File: src/sv/quaternion_to_euler_core_defines.svh
// Assertion helpers for the quaternion to Euler core.
`ifndef QUATERNION_TO_EULER_CORE_DEFINES_SVH
`define QUATERNION_TO_EULER_CORE_DEFINES_SVH
`ifndef SYNTHESIS
`define QTE_ASSERT(lbl, clk, rstn, prop, msg) \
    lbl: assert property (@(posedge clk) disable iff (!rstn) prop) else $error(msg);
`define QTE_ASSERT_NEVER(lbl, clk, rstn, cond, msg) \
    `QTE_ASSERT(lbl, clk, rstn, !(cond), msg)
`else
`define QTE_ASSERT(lbl, clk, rstn, prop, msg)
`define QTE_ASSERT_NEVER(lbl, clk, rstn, cond, msg)
`endif
`endif

File: src/sv/qte_pkg.sv
package qte_pkg;

    localparam int CORDIC_STAGES_DEF = 16;

    localparam int QW = 16;     // input component width
    localparam int PW = 32;     // component product width
    localparam int TW = 34;     // t0..t4 width
    localparam int CW = 37;     // CORDIC x/y datapath width
    localparam int ZW = 21;     // angle accumulator width, Q16
    localparam int SW = 30;     // clamped t2 width
    localparam int RW = 58;     // square root remainder width
    localparam int SQ_STEPS = 29;
    localparam int ROOT_W = 29;
    localparam int PITCH_EXTRA = 2 + SQ_STEPS;  // square, subtract, root steps

    localparam int ROLL_W = 16;
    localparam int PITCH_W = 15;
    localparam int YAW_W = 16;

    localparam logic signed [TW-1:0] ONE_Q28 = TW'(64'sd268435456);
    localparam logic signed [ZW-1:0] PI_Q16 = ZW'(205887);
    localparam logic signed [ZW:0] ANG_LIM = (ZW+1)'(25736);
    localparam logic signed [ZW:0] HALF_LIM = (ZW+1)'(12868);

    function automatic logic signed [ZW-1:0] atan_q16(input int idx);
        logic signed [ZW-1:0] v;
        case (idx)
            0: v = ZW'(51472);
            1: v = ZW'(30385);
            2: v = ZW'(16055);
            3: v = ZW'(8150);
            4: v = ZW'(4091);
            5: v = ZW'(2047);
            6: v = ZW'(1024);
            7: v = ZW'(512);
            8: v = ZW'(256);
            9: v = ZW'(128);
            10: v = ZW'(64);
            11: v = ZW'(32);
            12: v = ZW'(16);
            13: v = ZW'(8);
            14: v = ZW'(4);
            15: v = ZW'(2);
            16: v = ZW'(1);
            default: v = '0;
        endcase
        return v;
    endfunction

    // Q16 angle to Q13 with round half up, then saturate to +/- lim
    function automatic logic signed [ZW:0] to_q13(input logic signed [ZW-1:0] a,
                                                  input logic signed [ZW:0] lim);
        logic signed [ZW:0] r;
        r = ((ZW+1)'(a) + (ZW+1)'(4)) >>> 3;
        if (r > lim) begin
            r = lim;
        end else if (r < -lim) begin
            r = -lim;
        end
        return r;
    endfunction

endpackage

File: src/sv/qte_cordic.sv
module qte_cordic #(
    parameter int STAGES = qte_pkg::CORDIC_STAGES_DEF
) (
    input  logic                          aclk,
    input  logic                          en,
    input  logic signed [qte_pkg::CW-1:0] y_in,
    input  logic signed [qte_pkg::CW-1:0] x_in,
    output logic signed [qte_pkg::ZW-1:0] z_out
);
    import qte_pkg::*;

    logic signed [CW-1:0] x_reg [STAGES+1];
    logic signed [CW-1:0] y_reg [STAGES+1];
    logic signed [ZW-1:0] z_reg [STAGES+1];

    // left half plane: turn the vector by pi first
    always_ff @(posedge aclk) begin
        if (en) begin
            if (x_in < 0) begin
                x_reg[0] <= -x_in;
                y_reg[0] <= -y_in;
                z_reg[0] <= (y_in >= 0) ? PI_Q16 : -PI_Q16;
            end else begin
                x_reg[0] <= x_in;
                y_reg[0] <= y_in;
                z_reg[0] <= '0;
            end
        end
    end

    for (genvar i = 0; i < STAGES; i++) begin : g_iter
        logic signed [CW-1:0] xs;
        logic signed [CW-1:0] ys;
        assign xs = x_reg[i] >>> i;
        assign ys = y_reg[i] >>> i;

        always_ff @(posedge aclk) begin
            if (en) begin
                if (y_reg[i] < 0) begin
                    x_reg[i+1] <= x_reg[i] - ys;
                    y_reg[i+1] <= y_reg[i] + xs;
                    z_reg[i+1] <= z_reg[i] - atan_q16(i);
                end else begin
                    x_reg[i+1] <= x_reg[i] + ys;
                    y_reg[i+1] <= y_reg[i] - xs;
                    z_reg[i+1] <= z_reg[i] + atan_q16(i);
                end
            end
        end
    end

    assign z_out = z_reg[STAGES];
endmodule

File: config.mk
export PLATFORM = sky130hd
export DESIGN_NAME = qte_cordic
export DESIGN_NICKNAME = d
export VERILOG_FILES = /design/src/sv/quaternion_to_euler_core_defines.svh /design/src/sv/qte_pkg.sv /design/src/sv/qte_cordic.sv
export SDC_FILE = /design/constraint.sdc
export NUM_CORES = 2
export LEC_CHECK = 0
export BUFFER_PORTS_ARGS = -buffer_cell sky130_fd_sc_hd__buf_4
export CAP_MARGIN = 20
export CORE_UTILIZATION = 30
export DETAILED_ROUTE_END_ITERATION = 10
export GPL_ROUTABILITY_DRIVEN = 0
export PLACE_DENSITY = 0.43
export SLEW_MARGIN = 30
export SYNTH_ARGS = -nofsm -noshare
export SYNTH_HDL_FRONTEND = slang
export SYNTH_SLANG_ARGS = --single-unit
File: constraint.sdc
create_clock -name aclk -period 8.4 [get_ports aclk]
set_clock_uncertainty 0.2 [all_clocks]
set_input_delay 0.84 -clock aclk [delete_from_list [all_inputs] [get_ports aclk]]
set_output_delay 0.84 -clock aclk [all_outputs]
set_load 0.01 [all_outputs]
Word level (Yosys, flattened, before mapping)
Memories as Yosys holds them, arrays and structs flattened.
Index checks and enable logic that the tools add are counted.
- $add $sub $neg: 97
- magnitude comparators: 18
- multiplexer cells: 154
- bitwise logic cells: 51
- operators with widths (operator ; count):
    two-way mux 37 bit ; 34
    less-than comparator 37 x 1 -> 1 bit (second input constant) ; 17
    two-way mux 21 bit ; 18
    two-way mux 1 bit ; 102
    adder 37 x 22 -> 37 bit ; 2
    adder 37 x 23 -> 37 bit ; 2
    adder 37 x 24 -> 37 bit ; 2
    adder 37 x 25 -> 37 bit ; 2
    adder 37 x 26 -> 37 bit ; 2
    adder 37 x 27 -> 37 bit ; 2
    adder 37 x 28 -> 37 bit ; 2
    adder 37 x 29 -> 37 bit ; 2
    adder 37 x 30 -> 37 bit ; 2
    adder 37 x 31 -> 37 bit ; 2
    adder 37 x 32 -> 37 bit ; 2
    adder 37 x 33 -> 37 bit ; 2
    adder 37 x 34 -> 37 bit ; 2
    adder 37 x 35 -> 37 bit ; 2
    adder 37 x 36 -> 37 bit ; 2
    negator 37 bit ; 2
    subtractor 37 x 22 -> 37 bit ; 2
    subtractor 37 x 23 -> 37 bit ; 2
    subtractor 37 x 24 -> 37 bit ; 2
    subtractor 37 x 25 -> 37 bit ; 2
    other kinds (45) ; 109
- bits in registers: 0
- RAM bits: 1615
- input bits: 76
- output and inout port bits: 21
- logic and storage cells: 323
- memories kept: 3
- memory list (name ; depth ; width ; rd ports ; clocked after Yosys merged registers in ; write ports ; RTL line ; text):
    x_reg ; 17 ; 37 ; 16 ; 0 ; 17 ; qte_cordic.sv:12 ; logic signed [CW-1:0] x_reg [STAGES+1];
    y_reg ; 17 ; 37 ; 16 ; 0 ; 17 ; qte_cordic.sv:13 ; logic signed [CW-1:0] y_reg [STAGES+1];
    z_reg ; 17 ; 21 ; 17 ; 0 ; 17 ; qte_cordic.sv:14 ; logic signed [ZW-1:0] z_reg [STAGES+1];

Depth between registers and ports, before layout
- depth after elaboration: 5
- mapped depth: 22
- gate-level depth less buffers: 21

Worst setup path before layout
OpenSTA, ideal clock, no wires.
- path type: in2reg
- from: input port en
- to: memory x_reg[13][30], data pin
- setup time: 0.265 ns
- arrival: 5.337 ns
- data required time: 7.935 ns
- path slack: 2.598 ns
- stages on the path: 20
- path buffers: 4
- cell sequence: clkbuf_1 -> clkbuf_1 -> nor2b_1 -> clkbuf_1 -> clkinv_1 -> buf_1 -> nand2_1 -> o21ai_0 -> fa_1 -> a21o_1 -> a2111oi_0 -> o21bai_1 -> a41o_1 -> a21oi_1 -> a311oi_1 -> nor2_1 -> o21ai_0 -> a21boi_0 -> o21ai_0 -> xor2_1
- RTL lines (item ; RTL line ; text):
    start, declared ; qte_cordic.sv:5 ; input logic en,
    end, declared ; qte_cordic.sv:12 ;

==> summary.json <==
{
  "route.vias.total": {"value": 96200},
  "grt_antenna_before_repair": {"value": 8},
  "cell_row_count": {"value": 235},
  "flip_flop_count_of_the_largest_register_all_copies_and_words_added": {"value": 555},
  "run_status": {"value": "finished clean"},
  "grt_setup_unrepaired": {"value": "no"},
  "cts-buffers-inserted": {"value": 184},
  "post_synth.cell_area_avg": {"value": 9.43, "unit": "µm²"},
  "max_slew_margin": {"value": 23.9, "unit": "%"},
  "synthTopCellsByArea": {"value": "sky130_fd_sc_hd__edfxtp_1 35%, sky130_fd_sc_hd__ha_1 14%, sky130_fd_sc_hd__xnor2_1 9.1%"},
  "synth.distinct_cells": {"value": 94},
  "ff2ff_path_depth": {"value": 19},
  "yosysSeqAreaShare": {"value": 34.6, "unit": "%"},
  "area.growth.synth_to_final": {"value": 11.1, "unit": "%"},
  "chipHeight": {"value": 645, "unit": "µm"},
  "regToRegStartpoint": {"value": "x_reg[11][16]"},
  "cts_repair_resize_count": {"value": 0},
  "min_period_over_period": {"value": 76.7, "unit": "%"},
  "rrSetupSlack": {"value": 1.95, "unit": "ns"},
  "grt_pass1_wl": {"value": 562, "unit": "mm"},
  "finish.net_count": {"value": 14800},
  "synth_top_cell_by_area": {"value": "sky130_fd_sc_hd__edfxtp_1"},
  "critical_path.max_fanout": {"value": 5},
  "critPathCaptureType": {"value": "register"},
  "clock_insertion_delay_worst_skew": {"value": 0.89, "unit": "ns"},
  "die-width": {"value": 645, "unit": "µm"},
  "synth_async_sr_flop_share": {"value": 0, "unit": "%"},
  "tritoncts": {"value": "yes"},
  "clock-sinks": {"value": 1431},
  "detail_route.vias_per_cell": {"value": 5.09},
  "cp_data_arrival_time": {"value": 6.89, "unit": "ns"},
  "cts.reportedPaths.clkPinSlew": {"value": 0.06, "unit": "ns"},
  "hold_violations": {"value": 0},
  "timing.hold.worst.class": {"value": "in2reg"},
  "clock_tree.buffer_depth": {"value": 4},
  "grt_max_degree": {"value": 87},
  "syn-cell-area": {"value": 0.124, "unit": "mm²"},
  "io_pins": {"value": 97},
  "drive_above_1_share": {"value": 4.53, "unit": "%"},
  "initial_utilization": {"value": 30.2, "unit": "%"},
  "worstSetupPathType": {"value": "reg2reg"},
  "worst-endpoint-required": {"value": 8.84, "unit": "ns"},
  "htree_num_levels": {"value": 4},
  "synth_top_area_share": {"value": 34.6, "unit": "%"},
  "wl": {"value": 368, "unit": "mm"},
  "synth.most_common_cell": {"value": "sky130_fd_sc_hd__edfxtp_1"},
  "place.port_buffers": {"value": 96},
  "totalNegativeSetupSlack": {"value": 0, "unit": "ns"},
  "final_max_slew_viol_count": {"value": 0},
  "layout.filler_cells": {"value": 42400},
  "global_route.usage.total": {"value": 17.0, "unit": "%"},
  "wl_per_cell": {"value": 19.5, "unit": "µm"},
  "firstDrtPassIters": {"value": 6},
  "dp_hpwl": {"value": 297, "unit": "mm"},
  "worst_pin_slew": {"value": 1.13, "unit": "ns"},
  "yosys_warnings": {"value": 0},
  "globalRouteOverflowTotal": {"value": 0},
  "first_global_vias": {"value": 93900},
  "synth_fp_nets": {"value": 14600},
  "fmaxAchievable": {"value": 0.155, "unit": "GHz"},
  "critical_path.startpoint": {"value": "x_reg[11][16]"},
  "timing.final.crit_period": {"value": 6.45, "unit": "ns"},
  "post_detailed_route_drc_marker_count": {"value": 0},
  "synth.ff_latch_count": {"value": 1431},
  "fp.dieArea": {"value": 0.416, "unit": "mm²"},
  "number_of_maximum_capacitance_constraint_violations": {"value": 0},
  "critPathCapture": {"value": "y_reg[12][36]"},
  "ant_nets": {"value": 0},
  "drtIter0Drc": {"value": 6044},
  "worst_setup_path_start_kind": {"value": "register"},
  "cts_root_buffer": {"value": "sky130_fd_sc_hd__clkbuf_16"},
  "postSynth.topFlopCell": {"value": "sky130_fd_sc_hd__edfxtp_1"},
  "post_synthesis_instance_total": {"value": 13200},
  "worst_r2r_endpoint": {"value": "y_reg[12][36]"},
  "core_area": {"value": 0.411, "unit": "mm²"},
  "synth.cells.most_frequent": {"value": "1431 x sky130_fd_sc_hd__edfxtp_1, 1427 x sky130_fd_sc_hd__a21oi_1, 1367 x sky130_fd_sc_hd__ha_1, 1282 x sky130_fd_sc_hd__xnor2_1, 1029 x sky130_fd_sc_hd__nor2_1"},
  "number_of_synthesized_flops_with_an_enable_pin": {"value": 1431},
  "setup_viol": {"value": 0},
  "worstHoldPathCells": {"value": 2}
}
## routing by layer
metal  part of all wire (%)  wire, µm  up-vias  GRT usage, %
met5                  0.011        41        -             0
met4                    2.9     10700        6          4.87
met3                    3.5     12800      429          1.98
met2                     48    176000     1495          29.5
met1                     46    169000    45300          22.1
li1                       -         -    48900             -
## layout by cell type (no fill, tap or decap), types with 185 or more instances in the layout
cell	count
sky130_fd_sc_hd__inv_1	606
sky130_fd_sc_hd__nor3_1	315
sky130_fd_sc_hd__nand2b_1	207
sky130_fd_sc_hd__xor2_1	654
sky130_fd_sc_hd__o21a_1	185
sky130_fd_sc_hd__a21o_1	494
sky130_fd_sc_hd__clkbuf_16	186
sky130_fd_sc_hd__nor2_1	1029
sky130_fd_sc_hd__nand2_1	657
sky130_fd_sc_hd__nand3_1	240
sky130_fd_sc_hd__xnor2_1	1282
sky130_fd_sc_hd__ha_1	1367
sky130_fd_sc_hd__edfxtp_1	1431
sky130_fd_sc_hd__a21oi_1	1427
sky130_fd_sc_hd__o21bai_1	191
sky130_fd_sc_hd__nor2b_1	199
sky130_fd_sc_hd__o21ai_0	755
## final cells by class
type	count	area [µm²]	share of cell area [%]
diodes	8	20.0	0.0145
clock buffers	210	4740	3.44
inverters	617	2320	1.68
flip-flops and latches	1431	43000	31.2
well taps	5451	6820	4.95
multi-input cells	10800	77800	56.4
repair buffers	210	1700	1.23
clock inverters	124	1470	1.07
## timing repair
action                                 in CTS  in global routing
endpoints found under the hold margin      32                  0
setup buffers                               0                  0
hold buffers                               32                  0
## per-stage QoR
step | area, µm² | instances | utilization (%) | hold slack [ns] | worst slack, ns
after global routing | 138000 | 18900 | 33.5 | 0.0464 | 1.70
after floorplan | 124000 | 13200 | - | 0.200 | 2.60
after CTS | 138000 | 18900 | 33.5 | 0.000221 | 1.87
final | 138000 | 18900 | 33.6 | 0.0816 | 1.95
after detailed placement | 131000 | 18500 | 31.9 | 0.205 | 1.64
after global placement | 131000 | 18500 | 31.9 | 0.201 | 1.51
## cell families after synthesis
| group | synth area share (%) |
|---|---|
| AOI/OAI and AO/OA | 20.4 |
| muxes | 0.527 |
| xor gates and xnor gates | 13.7 |
| DFF | 34.6 |
| adders and majority gates | 14.5 |
| buffers and inverters | 2.72 |
| and+or+nand+nor | 13.5 |
## critical path, stage by stage, from the launching register on
cell	delay (ns)
sky130_fd_sc_hd__edfxtp_1	0.52
sky130_fd_sc_hd__or4_1	0.62
sky130_fd_sc_hd__nor4_1	0.54
sky130_fd_sc_hd__nand3b_1	0.27
sky130_fd_sc_hd__nor4_2	0.57
sky130_fd_sc_hd__nor2_1	0.12
sky130_fd_sc_hd__xnor2_1	0.22
sky130_fd_sc_hd__ha_1	0.38
sky130_fd_sc_hd__and4_1	0.22
sky130_fd_sc_hd__nand2_1	0.07
sky130_fd_sc_hd__a211oi_1	0.16
sky130_fd_sc_hd__o21ai_0	0.38
sky130_fd_sc_hd__buf_4	0.30
sky130_fd_sc_hd__a2111oi_0	0.56
sky130_fd_sc_hd__a21oi_1	0.23
sky130_fd_sc_hd__o21ai_0	0.37
sky130_fd_sc_hd__nand4_1	0.14
sky130_fd_sc_hd__nand2_1	0.09
sky130_fd_sc_hd__a21oi_1	0.07
sky130_fd_sc_hd__xor2_1	0.16
## how the worst min path moves through the flow
| stage | startpoint | end | slack, ns |
|---|---|---|---|
| 2_1_floorplan | z_reg[9][0] | z_reg[10][0] | 0.20 |
| 3_3_place_gp | z_reg[13][1] | z_reg[14][1] | 0.20 |
| 3_5_place_dp | z_reg[9][6] | z_reg[10][6] | 0.20 |
| 4_1_cts | x_in[23] | x_reg[0][23] | 0.0002 |
| 5_1_grt | y_in[22] | y_reg[0][22] | 0.05 |
| 6_report | x_in[23] | x_reg[0][23] | 0.08 |
Power is not shown: default switching activity piles up to over one toggle a cycle in this logic, so the estimate is an artifact.
